## config.mk

```make
export PLATFORM = sky130hd
export DESIGN_NAME = status_frame_resync_parser_flat
export DESIGN_NICKNAME = d
export VERILOG_FILES = /design/src/hw/rtl/sfrp_pkg.sv /design/src/hw/rtl/sfrp_if.sv /design/src/hw/rtl/sfrp_datapath.sv /design/src/hw/rtl/sfrp_ctrl.sv /design/src/hw/rtl/status_frame_resync_parser.sv /design/src/flat_wrapper.sv
export SDC_FILE = /design/constraint.sdc
export NUM_CORES = 1
export LEC_CHECK = 0
export BUFFER_PORTS_ARGS = -buffer_cell sky130_fd_sc_hd__buf_2
export CAP_MARGIN = 20
export CORE_ASPECT_RATIO = 0.8
export CORE_MARGIN = 10
export CORE_UTILIZATION = 45
export CTS_CLUSTER_SIZE = 10
export DETAILED_ROUTE_END_ITERATION = 7
export GPL_TIMING_DRIVEN = 0
export SLEW_MARGIN = 0
export SYNTH_ARGS = -nofsm -noshare
export SYNTH_HDL_FRONTEND = slang
export SYNTH_SLANG_ARGS = --single-unit
```

## constraint.sdc

```tcl
create_clock -name clk -period 14.8 [get_ports clk]
set_clock_uncertainty 0.05 [all_clocks]
set_input_delay 4.44 -clock clk [delete_from_list [all_inputs] [get_ports clk]]
set_output_delay 4.44 -clock clk [all_outputs]
set_load 0.01 [all_outputs]
```

## src/hw/rtl/sfrp_pkg.sv

```systemverilog
// ----------------------------------------------------------------------------
// sfrp_pkg: shared types and constants of the status frame parser
// Event codes, datapath commands and status, and the controller states.
// ----------------------------------------------------------------------------
package sfrp_pkg;

	localparam int MEM_DEPTH            = 32;
	localparam int PTR_W                = 5;
	localparam int FILL_W               = 6;
	localparam int MAGIC_BYTES          = 4;
	localparam int HDR_BYTES            = 8;
	localparam int STATUS_PAYLOAD_BYTES = 14;
	localparam int FRAME_OVERHEAD       = 9;
	localparam int FRAME_BYTES          = FRAME_OVERHEAD + STATUS_PAYLOAD_BYTES;
	// frame bytes held from the sequence byte on
	localparam int CAP_BYTES            = FRAME_BYTES - MAGIC_BYTES;
	localparam int CAP_W                = 5;
	localparam int CFG_IDX_W            = 2;
	localparam int CFG_DATA_W           = 32;

	localparam logic [CFG_IDX_W-1:0] REG_MAGIC   = 2'd0;
	localparam logic [CFG_IDX_W-1:0] REG_COMMAND = 2'd1;
	localparam logic [CFG_IDX_W-1:0] REG_MAX_LEN = 2'd2;

	typedef enum logic [2:0] {
		KIND_STATUS,
		KIND_NOISE,
		KIND_OVERSIZE,
		KIND_COMMAND,
		KIND_LENGTH,
		KIND_CHECKSUM
	} kind_t;

	typedef enum logic [2:0] {
		DROP_NONE,
		DROP_ONE,
		DROP_POS,
		DROP_DISC,
		DROP_FRAME
	} drop_t;

	typedef enum logic [2:0] {
		J_HOLD,
		J_CLR,
		J_INC,
		J_SET4,
		J_SET8
	} j_op_t;

	typedef enum logic [3:0] {
		ST_IDLE,
		ST_SCAN_RD,
		ST_SCAN_CMP,
		ST_NOMATCH,
		ST_FOUND,
		ST_FRM_RD,
		ST_FRM_CAP,
		ST_CHECK,
		ST_SUM,
		ST_LOOP,
		ST_FLUSH
	} state_t;

	typedef struct packed {
		logic  accept;
		j_op_t j_op;
		logic  rd;
		logic  shift;
		logic  cap;
		drop_t drop;
		logic  emit;
		kind_t kind;
		logic  flush;
	} cmd_t;

	typedef struct packed {
		logic full;
		logic fill_zero;
		logic j_at_fill;
		logic hit;
		logic disc_nz;
		logic pos_nz;
		logic rem_short;
		logic frame_short;
		logic len_over;
		logic cmd_bad;
		logic len_bad;
		logic sum_bad;
		logic room;
		logic out_free;
		logic pend_v;
		logic j_hdr_end;
		logic j_frm_end;
	} stat_t;

	typedef struct packed {
		kind_t       kind;
		logic [5:0]  noise;
		logic [7:0]  seq;
		logic [15:0] buttons;
		logic [15:0] lt;
		logic [15:0] rt;
		logic [15:0] lx;
		logic [15:0] ly;
		logic [15:0] rx;
		logic [15:0] ry;
	} evt_t;

endpackage

```

## src/hw/rtl/sfrp_if.sv

```systemverilog
// ----------------------------------------------------------------------------
// sfrp channel interfaces
// Received byte channel and event channel with valid/ready handshake.
// ----------------------------------------------------------------------------
interface sfrp_byte_if;
	logic       valid;
	logic       ready;
	logic [7:0] rx_byte;
	modport source(output valid, output rx_byte, input ready);
	modport sink(input valid, input rx_byte, output ready);
endinterface

interface sfrp_event_if;
	logic               valid;
	logic               ready;
	logic [2:0]         event_kind;
	logic [5:0]         noise_count;
	logic [7:0]         sequence_res;
	logic [15:0]        buttons;
	logic [15:0]        trigger_l;
	logic [15:0]        trigger_r;
	logic signed [15:0] left_x;
	logic signed [15:0] left_y;
	logic signed [15:0] right_x;
	logic signed [15:0] right_y;
	logic               last_event;
	modport source(output valid, output event_kind, output noise_count, output sequence_res,
		output buttons, output trigger_l, output trigger_r, output left_x,
		output left_y, output right_x, output right_y, output last_event, input ready);
	modport sink(input valid, input event_kind, input noise_count, input sequence_res,
		input buttons, input trigger_l, input trigger_r, input left_x,
		input left_y, input right_x, input right_y, input last_event, output ready);
endinterface

```

## src/hw/rtl/sfrp_datapath.sv

```systemverilog
// ----------------------------------------------------------------------------
// sfrp_datapath: byte ring, scan window, frame capture and event registers
// Executes the controller's commands and reports status flags back.
// ----------------------------------------------------------------------------
module sfrp_datapath #(
	parameter int BUFFER_BYTES = 32
) (
	input  logic                                clk,
	input  logic                                arst_n,
	input  logic [7:0]                          in_byte,
	input  logic                                wr_en,
	input  logic [sfrp_pkg::CFG_IDX_W-1:0]      wr_index,
	input  logic [sfrp_pkg::CFG_DATA_W-1:0]     wr_data,
	input  sfrp_pkg::cmd_t                      cmd,
	output sfrp_pkg::stat_t                     stat,
	sfrp_event_if.source                        events
);

	logic [7:0] mem [sfrp_pkg::MEM_DEPTH];
	logic [7:0] cap_q [sfrp_pkg::CAP_BYTES];

	logic [31:0]                       magic_q;
	logic [7:0]                        status_cmd_q;
	logic [15:0]                       max_payload_q;
	logic [sfrp_pkg::PTR_W-1:0]        head_q;
	logic [sfrp_pkg::FILL_W-1:0]       fill_q;
	logic [sfrp_pkg::FILL_W-1:0]       j_q;
	logic [31:0]                       win_q;
	logic [7:0]                        rdata_q;
	sfrp_pkg::evt_t                    pend_q;
	logic                              pend_v_q;
	sfrp_pkg::evt_t                    out_q;
	logic                              out_v_q;
	logic                              out_last_q;

	logic [31:0]                       win_next;
	logic [1:0]                        keep;
	logic [sfrp_pkg::FILL_W-1:0]       disc;
	logic [sfrp_pkg::FILL_W-1:0]       pos;
	logic [sfrp_pkg::FILL_W-1:0]       amt;
	logic [15:0]                       len;
	logic [7:0]                        sum;
	logic [sfrp_pkg::CAP_W-1:0]        cap_idx;
	logic [sfrp_pkg::PTR_W-1:0]        rd_addr;
	logic [sfrp_pkg::PTR_W-1:0]        wr_addr;
	logic                              out_free;
	sfrp_pkg::evt_t                    ev;

	assign win_next = {rdata_q, win_q[31:8]};
	assign pos      = j_q - sfrp_pkg::FILL_W'(sfrp_pkg::MAGIC_BYTES - 1);
	assign disc     = fill_q - {4'd0, keep};
	assign len      = {cap_q[3], cap_q[2]};
	assign cap_idx  = sfrp_pkg::CAP_W'(j_q - sfrp_pkg::FILL_W'(sfrp_pkg::MAGIC_BYTES));
	assign rd_addr  = head_q + j_q[sfrp_pkg::PTR_W-1:0];
	assign wr_addr  = head_q + fill_q[sfrp_pkg::PTR_W-1:0];
	assign out_free = !out_v_q || events.ready;

	// longest tail of the buffer that starts the magic
	always_comb begin
		if (fill_q >= 6'd3 && win_q[31:8] == magic_q[23:0]) begin
			keep = 2'd3;
		end else if (fill_q >= 6'd2 && win_q[31:16] == magic_q[15:0]) begin
			keep = 2'd2;
		end else if (fill_q >= 6'd1 && win_q[31:24] == magic_q[7:0]) begin
			keep = 2'd1;
		end else begin
			keep = 2'd0;
		end
	end

	always_comb begin
		sum = 8'd0;
		for (int i = 0; i < sfrp_pkg::CAP_BYTES - 1; i++) begin
			sum = sum ^ cap_q[i];
		end
	end

	always_comb begin
		case (cmd.drop)
			sfrp_pkg::DROP_ONE:   amt = 6'd1;
			sfrp_pkg::DROP_POS:   amt = pos;
			sfrp_pkg::DROP_DISC:  amt = disc;
			sfrp_pkg::DROP_FRAME: amt = sfrp_pkg::FILL_W'(sfrp_pkg::FRAME_BYTES);
			default:              amt = 6'd0;
		endcase
	end

	always_comb begin
		ev      = '0;
		ev.kind = cmd.kind;
		if (cmd.kind == sfrp_pkg::KIND_NOISE) begin
			ev.noise = amt;
		end
		if (cmd.kind == sfrp_pkg::KIND_STATUS) begin
			ev.seq     = cap_q[0];
			ev.buttons = {cap_q[5], cap_q[4]};
			ev.lt      = {cap_q[7], cap_q[6]};
			ev.rt      = {cap_q[9], cap_q[8]};
			ev.lx      = {cap_q[11], cap_q[10]};
			ev.ly      = {cap_q[13], cap_q[12]};
			ev.rx      = {cap_q[15], cap_q[14]};
			ev.ry      = {cap_q[17], cap_q[16]};
		end
	end

	always_comb begin
		stat.full        = fill_q == sfrp_pkg::FILL_W'(BUFFER_BYTES);
		stat.fill_zero   = fill_q == 6'd0;
		stat.j_at_fill   = j_q == fill_q;
		stat.hit         = (j_q >= 6'd3) && (win_next == magic_q);
		stat.disc_nz     = disc != 6'd0;
		stat.pos_nz      = pos != 6'd0;
		stat.rem_short   = (fill_q - pos) < sfrp_pkg::FILL_W'(sfrp_pkg::HDR_BYTES);
		stat.frame_short = fill_q < sfrp_pkg::FILL_W'(sfrp_pkg::FRAME_BYTES);
		stat.len_over    = len > max_payload_q;
		stat.cmd_bad     = cap_q[1] != status_cmd_q;
		stat.len_bad     = len != 16'(sfrp_pkg::STATUS_PAYLOAD_BYTES);
		stat.sum_bad     = sum != cap_q[sfrp_pkg::CAP_BYTES-1];
		stat.room        = !pend_v_q || out_free;
		stat.out_free    = out_free;
		stat.pend_v      = pend_v_q;
		stat.j_hdr_end   = j_q == sfrp_pkg::FILL_W'(sfrp_pkg::HDR_BYTES - 1);
		stat.j_frm_end   = j_q == sfrp_pkg::FILL_W'(sfrp_pkg::FRAME_BYTES - 1);
	end

	// byte ring
	always_ff @(posedge clk) begin
		if (cmd.accept) begin
			mem[wr_addr] <= in_byte;
		end
		if (cmd.rd) begin
			rdata_q <= mem[rd_addr];
		end
	end

	always_ff @(posedge clk) begin
		if (cmd.cap) begin
			cap_q[cap_idx] <= rdata_q;
		end
		if (cmd.j_op == sfrp_pkg::J_CLR) begin
			win_q <= '0;
		end else if (cmd.shift) begin
			win_q <= win_next;
		end
		if (cmd.emit) begin
			pend_q <= ev;
		end
		if ((cmd.emit && pend_v_q) || cmd.flush) begin
			out_q <= pend_q;
		end
	end

	always_ff @(posedge clk or negedge arst_n) begin
		if (!arst_n) begin
			magic_q       <= '0;
			status_cmd_q  <= '0;
			max_payload_q <= 16'hffff;
			head_q        <= '0;
			fill_q        <= '0;
			j_q           <= '0;
			pend_v_q      <= 1'b0;
			out_v_q       <= 1'b0;
			out_last_q    <= 1'b0;
		end else begin
			if (wr_en) begin
				unique case (wr_index)
					sfrp_pkg::REG_MAGIC:   magic_q       <= wr_data;
					sfrp_pkg::REG_COMMAND: status_cmd_q  <= wr_data[7:0];
					sfrp_pkg::REG_MAX_LEN: max_payload_q <= wr_data[15:0];
					default: ;
				endcase
			end
			if (cmd.accept) begin
				if (stat.full) begin
					head_q <= head_q + 5'd1;
				end else begin
					fill_q <= fill_q + 6'd1;
				end
			end else if (cmd.drop != sfrp_pkg::DROP_NONE) begin
				head_q <= head_q + amt[sfrp_pkg::PTR_W-1:0];
				fill_q <= fill_q - amt;
			end
			case (cmd.j_op)
				sfrp_pkg::J_CLR:  j_q <= '0;
				sfrp_pkg::J_INC:  j_q <= j_q + 6'd1;
				sfrp_pkg::J_SET4: j_q <= sfrp_pkg::FILL_W'(sfrp_pkg::MAGIC_BYTES);
				sfrp_pkg::J_SET8: j_q <= sfrp_pkg::FILL_W'(sfrp_pkg::HDR_BYTES);
				default: ;
			endcase
			// event hold: an item leaves only once it is known whether it is the last
			if (events.valid && events.ready) begin
				out_v_q <= 1'b0;
			end
			if (cmd.emit) begin
				pend_v_q <= 1'b1;
				if (pend_v_q) begin
					out_v_q    <= 1'b1;
					out_last_q <= 1'b0;
				end
			end else if (cmd.flush) begin
				pend_v_q   <= 1'b0;
				out_v_q    <= 1'b1;
				out_last_q <= 1'b1;
			end
		end
	end

	assign events.valid         = out_v_q;
	assign events.event_kind    = out_q.kind;
	assign events.noise_count   = out_q.noise;
	assign events.sequence_res  = out_q.seq;
	assign events.buttons       = out_q.buttons;
	assign events.trigger_l     = out_q.lt;
	assign events.trigger_r     = out_q.rt;
	assign events.left_x        = $signed(out_q.lx);
	assign events.left_y        = $signed(out_q.ly);
	assign events.right_x       = $signed(out_q.rx);
	assign events.right_y       = $signed(out_q.ry);
	assign events.last_event    = out_last_q;

endmodule

```

## src/hw/rtl/sfrp_ctrl.sv

```systemverilog
// ----------------------------------------------------------------------------
// sfrp_ctrl: parser sequencer
// Steps the datapath through scan, header check, checksum and event flush.
// ----------------------------------------------------------------------------
module sfrp_ctrl (
	input  logic             clk,
	input  logic             arst_n,
	input  logic             in_valid,
	output logic             in_ready,
	input  sfrp_pkg::stat_t  stat,
	output sfrp_pkg::cmd_t   cmd
);

	sfrp_pkg::state_t state_q;
	sfrp_pkg::state_t state_next;
	logic             hdr_bad;

	assign hdr_bad = stat.len_over || stat.cmd_bad || stat.len_bad;

	always_ff @(posedge clk or negedge arst_n) begin
		if (!arst_n) begin
			state_q <= sfrp_pkg::ST_IDLE;
		end else begin
			state_q <= state_next;
		end
	end

	always_comb begin
		state_next = state_q;
		unique case (state_q)
			sfrp_pkg::ST_IDLE: begin
				if (in_valid) state_next = sfrp_pkg::ST_SCAN_RD;
			end
			sfrp_pkg::ST_SCAN_RD: begin
				state_next = stat.j_at_fill ? sfrp_pkg::ST_NOMATCH : sfrp_pkg::ST_SCAN_CMP;
			end
			sfrp_pkg::ST_SCAN_CMP: begin
				state_next = stat.hit ? sfrp_pkg::ST_FOUND : sfrp_pkg::ST_SCAN_RD;
			end
			sfrp_pkg::ST_NOMATCH: begin
				if (!stat.disc_nz || stat.room) state_next = sfrp_pkg::ST_FLUSH;
			end
			sfrp_pkg::ST_FOUND: begin
				if (!stat.pos_nz || stat.room) begin
					state_next = stat.rem_short ? sfrp_pkg::ST_FLUSH : sfrp_pkg::ST_FRM_RD;
				end
			end
			sfrp_pkg::ST_FRM_RD: begin
				state_next = sfrp_pkg::ST_FRM_CAP;
			end
			sfrp_pkg::ST_FRM_CAP: begin
				if (stat.j_hdr_end) begin
					state_next = sfrp_pkg::ST_CHECK;
				end else if (stat.j_frm_end) begin
					state_next = sfrp_pkg::ST_SUM;
				end else begin
					state_next = sfrp_pkg::ST_FRM_RD;
				end
			end
			sfrp_pkg::ST_CHECK: begin
				if (hdr_bad) begin
					if (stat.room) state_next = sfrp_pkg::ST_LOOP;
				end else begin
					state_next = stat.frame_short ? sfrp_pkg::ST_FLUSH : sfrp_pkg::ST_FRM_RD;
				end
			end
			sfrp_pkg::ST_SUM: begin
				if (stat.room) state_next = sfrp_pkg::ST_LOOP;
			end
			sfrp_pkg::ST_LOOP: begin
				state_next = stat.fill_zero ? sfrp_pkg::ST_FLUSH : sfrp_pkg::ST_SCAN_RD;
			end
			sfrp_pkg::ST_FLUSH: begin
				if (!stat.pend_v || stat.out_free) state_next = sfrp_pkg::ST_IDLE;
			end
			default: state_next = sfrp_pkg::ST_IDLE;
		endcase
	end

	always_comb begin
		cmd      = '0;
		cmd.kind = sfrp_pkg::KIND_NOISE;
		in_ready = 1'b0;
		unique case (state_q)
			sfrp_pkg::ST_IDLE: begin
				in_ready = 1'b1;
				if (in_valid) begin
					cmd.accept = 1'b1;
					cmd.j_op   = sfrp_pkg::J_CLR;
					if (stat.full) begin
						cmd.emit = 1'b1;
						cmd.drop = sfrp_pkg::DROP_ONE;
					end
				end
			end
			sfrp_pkg::ST_SCAN_RD: begin
				cmd.rd = !stat.j_at_fill;
			end
			sfrp_pkg::ST_SCAN_CMP: begin
				cmd.shift = 1'b1;
				if (!stat.hit) cmd.j_op = sfrp_pkg::J_INC;
			end
			sfrp_pkg::ST_NOMATCH: begin
				if (stat.disc_nz && stat.room) begin
					cmd.emit = 1'b1;
					cmd.drop = sfrp_pkg::DROP_DISC;
				end
			end
			sfrp_pkg::ST_FOUND: begin
				if (!stat.pos_nz || stat.room) begin
					cmd.j_op = sfrp_pkg::J_SET4;
					if (stat.pos_nz) begin
						cmd.emit = 1'b1;
						cmd.drop = sfrp_pkg::DROP_POS;
					end
				end
			end
			sfrp_pkg::ST_FRM_RD: begin
				cmd.rd = 1'b1;
			end
			sfrp_pkg::ST_FRM_CAP: begin
				cmd.cap = 1'b1;
				if (!stat.j_hdr_end && !stat.j_frm_end) cmd.j_op = sfrp_pkg::J_INC;
			end
			sfrp_pkg::ST_CHECK: begin
				if (hdr_bad) begin
					if (stat.room) begin
						cmd.emit = 1'b1;
						cmd.drop = sfrp_pkg::DROP_ONE;
						if (stat.len_over) begin
							cmd.kind = sfrp_pkg::KIND_OVERSIZE;
						end else if (stat.cmd_bad) begin
							cmd.kind = sfrp_pkg::KIND_COMMAND;
						end else begin
							cmd.kind = sfrp_pkg::KIND_LENGTH;
						end
					end
				end else begin
					cmd.j_op = sfrp_pkg::J_SET8;
				end
			end
			sfrp_pkg::ST_SUM: begin
				if (stat.room) begin
					cmd.emit = 1'b1;
					if (stat.sum_bad) begin
						cmd.kind = sfrp_pkg::KIND_CHECKSUM;
						cmd.drop = sfrp_pkg::DROP_ONE;
					end else begin
						cmd.kind = sfrp_pkg::KIND_STATUS;
						cmd.drop = sfrp_pkg::DROP_FRAME;
					end
				end
			end
			sfrp_pkg::ST_LOOP: begin
				cmd.j_op = sfrp_pkg::J_CLR;
			end
			sfrp_pkg::ST_FLUSH: begin
				cmd.flush = stat.pend_v && stat.out_free;
			end
			default: ;
		endcase
	end

endmodule

```

## src/hw/rtl/status_frame_resync_parser.sv

```systemverilog
// ----------------------------------------------------------------------------
// status_frame_resync_parser: resynchronizing status frame parser
// Buffers received bytes, hunts for the magic, checks header and checksum
// and reports every decision as an event item.
// ----------------------------------------------------------------------------
//
// channel   direction  handshake     payload
// rx        in         valid/ready   rx_byte
// events    out        valid/ready   event_kind .. right_y, last_event
// wr_*      in         wr_en only    wr_index, wr_data (no read-back)
//
// one byte at a time: a byte is taken only with the sequencer idle
// magic scan reads and compares each buffered byte in turn (one ring read port), then a
// header read, a header check and a checksum walk over the rest of the frame
// each rejection drops one byte and rescans
// reset clears fill level, pointers and event valids; ring contents stay
// a stalled event channel holds the sequencer once the hold register is full
//
module status_frame_resync_parser #(
	parameter int BUFFER_BYTES = 32
) (
	input  logic                            clk,
	input  logic                            arst_n,
	sfrp_byte_if.sink                       rx,
	sfrp_event_if.source                    events,
	input  logic                            wr_en,
	input  logic [sfrp_pkg::CFG_IDX_W-1:0]  wr_index,
	input  logic [sfrp_pkg::CFG_DATA_W-1:0] wr_data
);

	sfrp_pkg::cmd_t  cmd;
	sfrp_pkg::stat_t stat;
	logic            in_ready;

	assign rx.ready = in_ready;

	// sequencer
	sfrp_ctrl u_ctrl (
		.clk      (clk),
		.arst_n   (arst_n),
		.in_valid (rx.valid),
		.in_ready (in_ready),
		.stat     (stat),
		.cmd      (cmd)
	);

	// ring buffer, scan window, frame capture and event registers
	sfrp_datapath #(
		.BUFFER_BYTES (BUFFER_BYTES)
	) u_dp (
		.clk      (clk),
		.arst_n   (arst_n),
		.in_byte  (rx.rx_byte),
		.wr_en    (wr_en),
		.wr_index (wr_index),
		.wr_data  (wr_data),
		.cmd      (cmd),
		.stat     (stat),
		.events   (events)
	);

endmodule

```

## src/flat_wrapper.sv

```systemverilog
// flat-port wrapper written by rule: the top's interface ports become plain ports
module status_frame_resync_parser_flat 
#(
	parameter int BUFFER_BYTES = 32
)
  (clk, arst_n, wr_en, wr_index, wr_data, rx_valid, rx_rx_byte, rx_ready, events_valid, events_event_kind, events_noise_count, events_sequence_res, events_buttons, events_trigger_l, events_trigger_r, events_left_x, events_left_y, events_right_x, events_right_y, events_last_event, events_ready);
  sfrp_byte_if rx_i ();
  sfrp_event_if events_i ();
  input  logic clk;
  input  logic arst_n;
  input  logic wr_en;
  input  logic [sfrp_pkg::CFG_IDX_W-1:0] wr_index;
  input  logic [sfrp_pkg::CFG_DATA_W-1:0] wr_data;
  input wire logic [$bits(rx_i.valid)-1:0] rx_valid;
  input wire logic [$bits(rx_i.rx_byte)-1:0] rx_rx_byte;
  output wire logic [$bits(rx_i.ready)-1:0] rx_ready;
  output wire logic [$bits(events_i.valid)-1:0] events_valid;
  output wire logic [$bits(events_i.event_kind)-1:0] events_event_kind;
  output wire logic [$bits(events_i.noise_count)-1:0] events_noise_count;
  output wire logic [$bits(events_i.sequence_res)-1:0] events_sequence_res;
  output wire logic [$bits(events_i.buttons)-1:0] events_buttons;
  output wire logic [$bits(events_i.trigger_l)-1:0] events_trigger_l;
  output wire logic [$bits(events_i.trigger_r)-1:0] events_trigger_r;
  output wire logic [$bits(events_i.left_x)-1:0] events_left_x;
  output wire logic [$bits(events_i.left_y)-1:0] events_left_y;
  output wire logic [$bits(events_i.right_x)-1:0] events_right_x;
  output wire logic [$bits(events_i.right_y)-1:0] events_right_y;
  output wire logic [$bits(events_i.last_event)-1:0] events_last_event;
  input wire logic [$bits(events_i.ready)-1:0] events_ready;
  assign rx_i.valid = rx_valid;
  assign rx_i.rx_byte = rx_rx_byte;
  assign rx_ready = rx_i.ready;
  assign events_valid = events_i.valid;
  assign events_event_kind = events_i.event_kind;
  assign events_noise_count = events_i.noise_count;
  assign events_sequence_res = events_i.sequence_res;
  assign events_buttons = events_i.buttons;
  assign events_trigger_l = events_i.trigger_l;
  assign events_trigger_r = events_i.trigger_r;
  assign events_left_x = events_i.left_x;
  assign events_left_y = events_i.left_y;
  assign events_right_x = events_i.right_x;
  assign events_right_y = events_i.right_y;
  assign events_last_event = events_i.last_event;
  assign events_i.ready = events_ready;
  status_frame_resync_parser #(.BUFFER_BYTES(BUFFER_BYTES)) u_core (.clk(clk), .arst_n(arst_n), .rx(rx_i), .events(events_i), .wr_en(wr_en), .wr_index(wr_index), .wr_data(wr_data));
endmodule
```

== Word level (Yosys, flattened, before mapping) ==
Memories as Yosys holds them, arrays and structs flattened. A register that Yosys moved wholly into a read port is not among the register bits.
Cells that the tools add are included.

* Add/subtract/negate cells: 11
* $mul: 0
* Div/mod/pow operators: 0
* Order comparisons: 7
* Eq/ne operators: 39
* Shift-type cells: 0
* Mux-type cells: 64
* Bitwise gates (word level): 17
* Reduce and logical (&&, ||, !) cells: 40

{| class="wikitable"
|+ Operators by type and width
! operator !! number
|-
| bitwise XOR 8 bit || 17
|-
| 2-to-1 mux 4 bit || 13
|-
| case mux 6 bit (4 select lines) || 2
|-
| case mux 4 bit (11 select lines) || 1
|-
| == test 32 bit || 1
|-
| 2-to-1 mux 3 bit || 9
|-
| 2-to-1 mux 5 bit || 5
|-
| == test 24 bit || 1
|-
| 2-to-1 mux 1 bit || 20
|-
| case mux 4 bit (5 select lines) || 1
|-
| greater-or-equal comparator 6 x 2 -> 1 bit (second input constant) || 3
|-
| 2-to-1 mux 6 bit || 3
|-
| case mux 3 bit (6 select lines) || 1
|-
| == test 16 bit || 1
|-
| == test 4 x 3 -> 1 bit (second input constant) || 4
|-
| greater-than comparator 16 bit || 1
|-
| inequality test 16 x 4 -> 1 bit (second input constant) || 1
|-
| inequality test 8 bit || 2
|-
| adder 5 bit || 3
|-
| adder 6 x 1 -> 6 bit (second input constant) || 2
|-
| == test 3 x 2 -> 1 bit (second input constant) || 4
|-
| == test 4 bit (second input constant) || 3
|-
| 2-to-1 mux 2 bit || 6
|-
| inequality test 2 bit (second input constant) || 6
|-
| 36 further kinds || 68
|}

* Bits in registers: 370
* Bits in latches: 0
* Memory bits (writable): 408
* Bits in read-only memories: 0
* Logic and storage cells: 211
* Memories: 2

{| class="wikitable"
|+ Memory list
! name !! words !! width !! read ports !! clocked after memory_dff !! wr ports !! RTL line !! text
|-
| u_core.u_dp.mem || 32 || 8 || 1 || 1 || 1 || sfrp_datapath.sv:19 || <nowiki>logic [7:0] mem [sfrp_pkg::MEM_DEPTH];</nowiki>
|-
| u_core.u_dp.cap_q || 19 || 8 || 19 || 0 || 1 || sfrp_datapath.sv:20 || <nowiki>logic [7:0] cap_q [sfrp_pkg::CAP_BYTES];</nowiki>
|}

== Longest topological paths before layout ==
An unclocked memory read counts as a cell.

* Depth in word-level cells: 27
* Gate-level depth with buffers: 29

== Cells and area by module ==
From an unflattened synthesis, not the netlist that was laid out.

* Cell total of the unflattened synthesis: 1911
* Area total of the unflattened synthesis: 32113.3 um^2

{| class="wikitable"
|+ Modules (own cells, without submodules)
! module !! times used !! cells each !! area each (um^2)
|-
| sfrp_datapath || 1 || 1801 || 31393.9
|-
| sfrp_ctrl || 1 || 110 || 719.4
|}

== Worst setup path after synthesis ==
No wires, ideal clock.

* Path kind: input port to flip-flop
* From: input events_ready
* To: register u_core.u_dp.head_q[0] (netlist bit)
* Arrival time: 8.523 ns
* Path slack: 6.094 ns
* Cell stages on the path: 8
* Path buffers: 1
* Cells stage by stage: nand2b_1 > or2_2 > clkbuf_1 > nand2_1 > a21oi_1 > nor2_1 > inv_1 > mux2_2

* Word-level cells in the longest chain between the ends: 10

{| class="wikitable"
|+ RTL lines
! element !! RTL line !! text
|-
| start, declared || flat_wrapper.sv:29 || <nowiki>input wire logic [$bits(events_i.ready)-1:0] events_ready;</nowiki>
|-
| logical OR 1 bit (*) || sfrp_datapath.sv:56 || <nowiki>assign out_free = !out_v_q || events.ready;</nowiki>
|-
| logical OR 1 bit (*) || sfrp_datapath.sv:119 || <nowiki>stat.room = !pend_v_q || out_free;</nowiki>
|-
| 2-to-1 mux 5 bit, or another cell as far along || sfrp_ctrl.sv:127 || <nowiki>if (stat.room) begin</nowiki>
|-
| 2-to-1 mux 5 bit, or another cell as far along || sfrp_ctrl.sv:126 || <nowiki>if (hdr_bad) begin</nowiki>
|-
| case mux 4 bit (5 select lines) (*) || sfrp_ctrl.sv:84 || <nowiki>unique case (state_q)</nowiki>
|-
| == test 3 bit, or another cell as far along || sfrp_datapath.sv:79 || <nowiki>case (cmd.drop)</nowiki>
|-
| case mux 6 bit (4 select lines) || sfrp_datapath.sv:79 ||
|-
| adder 5 bit || sfrp_datapath.sv:180 || <nowiki>head_q <= head_q + amt[sfrp_pkg::PTR_W-1:0];</nowiki>
|-
| 2-to-1 mux 5 bit || sfrp_datapath.sv:179 || <nowiki>end else if (cmd.drop != sfrp_pkg::DROP_NONE) begin</nowiki>
|-
| 2-to-1 mux 5 bit || sfrp_datapath.sv:173 || <nowiki>if (cmd.accept) begin</nowiki>
|-
| end signal, assigned || sfrp_datapath.sv:175 || <nowiki>head_q <= head_q + 5'd1;</nowiki>
|-
| end signal, assigned || sfrp_datapath.sv:180 ||
|-
| end, declared || sfrp_datapath.sv:25 || <nowiki>logic [sfrp_pkg::PTR_W-1:0] head_q;</nowiki>
|}

Mark *: on every way between the ends. The rest lies on a longest branch, timed or not. The select of a mux whose other input is x is not followed.
A chain may end at the register's enable or synchronous reset.

== Final worst setup path ==
* From: input events_ready
* To: register u_core.u_dp.fill_q[5] (netlist bit)

* Word-level cells in the longest chain between the ends: 10

{| class="wikitable"
|+ RTL lines
! element !! RTL line !! text
|-
| logical OR 1 bit (*) || sfrp_datapath.sv:56 ||
|-
| logical OR 1 bit (*) || sfrp_datapath.sv:119 ||
|-
| 2-to-1 mux 5 bit, or another cell as far along || sfrp_ctrl.sv:127 ||
|-
| 2-to-1 mux 5 bit, or another cell as far along || sfrp_ctrl.sv:126 ||
|-
| case mux 4 bit (5 select lines) (*) || sfrp_ctrl.sv:84 ||
|-
| == test 3 bit, or another cell as far along || sfrp_datapath.sv:79 ||
|-
| case mux 6 bit (4 select lines) || sfrp_datapath.sv:79 ||
|-
| subtractor 6 bit || sfrp_datapath.sv:181 || <nowiki>fill_q <= fill_q - amt;</nowiki>
|-
| 2-to-1 mux 6 bit || sfrp_datapath.sv:179 ||
|-
| 2-to-1 mux 6 bit || sfrp_datapath.sv:173 ||
|-
| end signal, assigned || sfrp_datapath.sv:177 || <nowiki>fill_q <= fill_q + 6'd1;</nowiki>
|-
| end signal, assigned || sfrp_datapath.sv:181 ||
|-
| end, declared || sfrp_datapath.sv:26 || <nowiki>logic [sfrp_pkg::FILL_W-1:0] fill_q;</nowiki>
|}

Marks and branches as above.

==> metrics.md <==
| Metric | Value |
|---|---|
| Status | finished clean |
| First-pass iteration count of the detailed router | 5 |
| CP Max Fanout | 10 |
| Lkg Pwr | 12.8 nW |
| Synthesized Nets | 1995 |
| CP Capture Point | u_core.u_dp.fill_q[5]$_DFFE_PN0P_ |
| Data arrival, critical path | 9.70 ns |
| Syn_area_per_cell | 16.7 sq um |
| Clk sinks | 778 |
| Post-CTS sizing | 0 |
| Vias post-DR | 16.6k |
| Reg2reg setup slack | 8.09 ns |
| CP Capture Type | register |
| Worst path cell trace | buf_2 -> nand2b_1 -> or2_2 -> clkbuf_1 -> nand3_1 -> nor4_2 -> buf_4 -> clkbuf_1 -> nor2_1 -> ha_1 -> nand2_1 -> inv_1 -> ha_1 -> a21o_1 -> a21oi_1 -> o21bai_1 -> a21o_1 -> nor3_1 -> o211ai_1 -> a2bb2oi_1 -> nor2_1 -> xnor2_1 |
| RR Startpoint | u_core.u_dp.fill_q[3]$_DFFE_PN0P_ |
| Largest net degree at the start of global routing | 108 |
| Post-synthesis sequential area ratio | 71.7% |
| Most common cell after layout, fill and taps aside | edfxtp_1 |
| Reg2reg end | u_core.u_dp.fill_q[5]$_DFFE_PN0P_ |
| Pin slew with the least headroom to its limit | 1.13 ns |
| Post-layout min period | 9.27 ns |
| Dpl ws | 5.06 ns |
| Vias in the first global route | 16.8k |
| Diodes inserted | 0 |
| Final Hold Viols | 0 |
| Number of CTS-inserted buffers | 89 |
| Mapped Cells | 1894 |
| I/O pin count | 179 |
| Final setup vio count | 0 |
| Post-CTS Repair Setup Buffers | 0 |
| Slew HR | 24.8% |
| Max_cap viols | 0 |
| RSZ-0062 raised after global routing | false |
| Routed vias/inst | 5.29 |
| Fmax | 0.108 GHz |
| Number of routed nets with antenna violations | 0 |
| GPL Wtd Cong | 0.892 |
| Synth Area in XOR/XNOR | 6.78% |
| CP Class | input port to register |
| Total global-route track usage | 17.8% |
| Async set-reset flop share out of synthesis | 10.3% |
| Slew Viols, Final | 0 |
| Tcrit/Tclk final | 62.6% |
| Synth Area in Compound Gates | 2.84% |
| Synth Flop Type | edfxtp_1 |
| PD cells | 203 nW/um^2 |
| Rows | 86 |
| Layout cells sized above 1 | 21.0% |
| Avg WL per Cell | 23.3 um |
| Max clock buf depth | 3 |
| Hold crit path type | register to register |
| Total Power | 7.42 mW |
| Setup TNS | 0 ns |
| Initial antenna violation count | 4 |
| #FFs+latches synth | 778 |
| HPWL Detailed | 51.2 mm |
| Residual DRC | 0 |
| P&R area growth vs syn | 15.4% |
| Most frequent cells in the layout | edfxtp_1 (674), buf_2 (180), xnor2_1 (157) |
| Clock latency on the worst-skew pair | 0.64 ns |
| Reg clk slew, reported paths | 0.06 ns |
| VDD IR max | 0.152 mV |
| Core ar. | 69400 sq um |
| Largest family of logic cells by synthesized area | multiplexers |
| Worst reg-to-reg path cell count | 27 |
| Die height | 257 um |
| DRT iter0 DRCs | 1642 |
| Die area | 81600 sq um |
| Hold_buf cts | 0 |
| Max stage delay on crit path | 0.76 ns |
| Post-synthesis adder-cell area fraction | 2.25% |
| Post-synthesis mux area share | 8.18% |
| Final Worst Setup Slack | 5.53 ns |
| Clk root buf | clkbuf_16 |
| Yosys cell types | 73 |
| Fin Hold WS | 0.350 ns |
| First-pass GRT wire length | 108 mm |
| Worst Setup Start Kind | input port |
| EDFF count, synth | 674 |
| Fraction of the mapped netlist area in simple logic gates | 6.95% |
| Die Width | 317 um |
| Data required, critical path | 15.24 ns |
| Netlist Area Pre-Place | 31700 sq um |
| Initial Utilization | 45.7% |
| # port buffers | 178 |
| H-tree depth | 3 |
| Worst setup path start | events_ready |
| Final WL | 73.3 mm |
| Yosys warnings | 0 |
| Crit-path slowest cell | clkbuf_1 |
| CTS tree | done |
| Grt ovf | 0 |
| Nets | 2276 |
==> metal layers <==
metal	vias to the layer above	track usage, %	wire length, um
met5	-	0	0
met4	0	4.21	1390
met3	92	4.05	5700
met2	596	25.9	32100
met1	8318	26.6	34100
li1	7640	-	-
==> critical path: cells and delay by family <==
family                   cells  cell delay (ns)
AND/OR/NAND/NOR              8             1.87
buffers and inverters        5             1.64
AO/OA/AOI/OAI                6             1.03
adder cells (fa/ha/maj)      2             0.60
XOR/XNOR                     1             0.12
==> sequential cells by signal, indices dropped and copies added, names as in the netlist, 24 cells and up <==
signal	cells
u_core.u_dp.cap_q	152
u_core.u_dp.magic_q	32
u_core.u_dp.win_q	24
u_core.u_dp.pend_q	129
u_core.u_dp.mem	256
==> kinds of logic after synthesis <==
family / Yosys count
AOI/OAI and AO/OA: 142
xor gates and xnor gates: 233
adders and majority gates: 54
buffers and inverters: 107
DFF: 778
muxes: 151
and+or+nand+nor: 429
==> report_power, final <==
| group | switching [mW] | internal [mW] |
|---|---|---|
| clock network | 0.820 | 1.14 |
| registers | 0.246 | 2.97 |
| logic | 1.31 | 0.931 |
==> layout make-up <==
cell class / count / area [sq um]
fillers: 5663 / 32800
inverters: 41 / 164
repair buffers: 190 / 1140
clock buffers: 130 / 2410
well taps: 924 / 1160
clock inverters: 10 / 161
flip-flops and latches: 778 / 22700
multi-input cells: 1009 / 8570
plain buffers: 66 / 256
==> worst min path at each step <==
stage | start | to | cells past startpoint
after floorplan | u_core.u_dp.pend_q[96]$_SDFFCE_PP0P_ | u_core.u_dp.events.buttons[0]$_DFFE_PP_ | 0
after global placement | u_core.u_dp.pend_q[67]$_SDFFCE_PP0P_ | u_core.u_dp.events.trigger_r[3]$_DFFE_PP_ | 0
after detailed placement | u_core.u_dp.pend_q[108]$_SDFFCE_PP0P_ | u_core.u_dp.events.buttons[12]$_DFFE_PP_ | 0
after CTS | u_core.u_dp.pend_q[122]$_SDFFCE_PP0P_ | u_core.u_dp.events.noise_count[2]$_DFFE_PP_ | 0
after global routing | u_core.u_dp.pend_q[122]$_SDFFCE_PP0P_ | u_core.u_dp.events.noise_count[2]$_DFFE_PP_ | 0
final | u_core.u_dp.pend_q[122]$_SDFFCE_PP0P_ | u_core.u_dp.events.noise_count[2]$_DFFE_PP_ | 0
==> through the flow <==
step	utilization [%]	cells	area, sq um
6_report	52.7	3148	36600
5_1_grt	52.7	3148	36600
4_1_cts	52.6	3143	36500
3_5_place_dp	48.9	3003	33900
3_3_place_gp	48.7	2996	33800
2_1_floorplan	-	1894	31700
==> Yosys cell counts (all sizes together) (3+ instances only) <==
master    n  area share (%)
mux2     67             2.4
or3       8            0.16
nand2b    6            0.12
dfstp    16             1.3
o31ai     3           0.071
xnor3     8            0.57
o211ai    6            0.14
xor2     68             1.9
nor3b     5            0.12
a211oi    3           0.071
a22o      3           0.087
a21boi    4           0.095
a21o     10            0.24
nand2   105             1.2
nand3b    5            0.12
inv      41            0.49
nor4     16            0.34
dfxtp    24             1.5
or2       4           0.079
nand4    15            0.30
a31oi     6            0.12
o21ai    27            0.43
ha       49             1.9
nand3    22            0.35
o31a      3           0.083
and3b     3           0.083
nor2     86             1.0
a21oi    52            0.82
nor3     16            0.25
xnor2   157             4.3
nor2b     8            0.16
clkbuf   57            0.67
o21a      3           0.071
mux4     80             5.7
dfrtp    64             5.0
buf       9            0.13
edfxtp  674              64
mux2i     4            0.13
fa        5            0.32
and2    121             2.4
No activity file was read; power rests on OpenSTA's default activity.
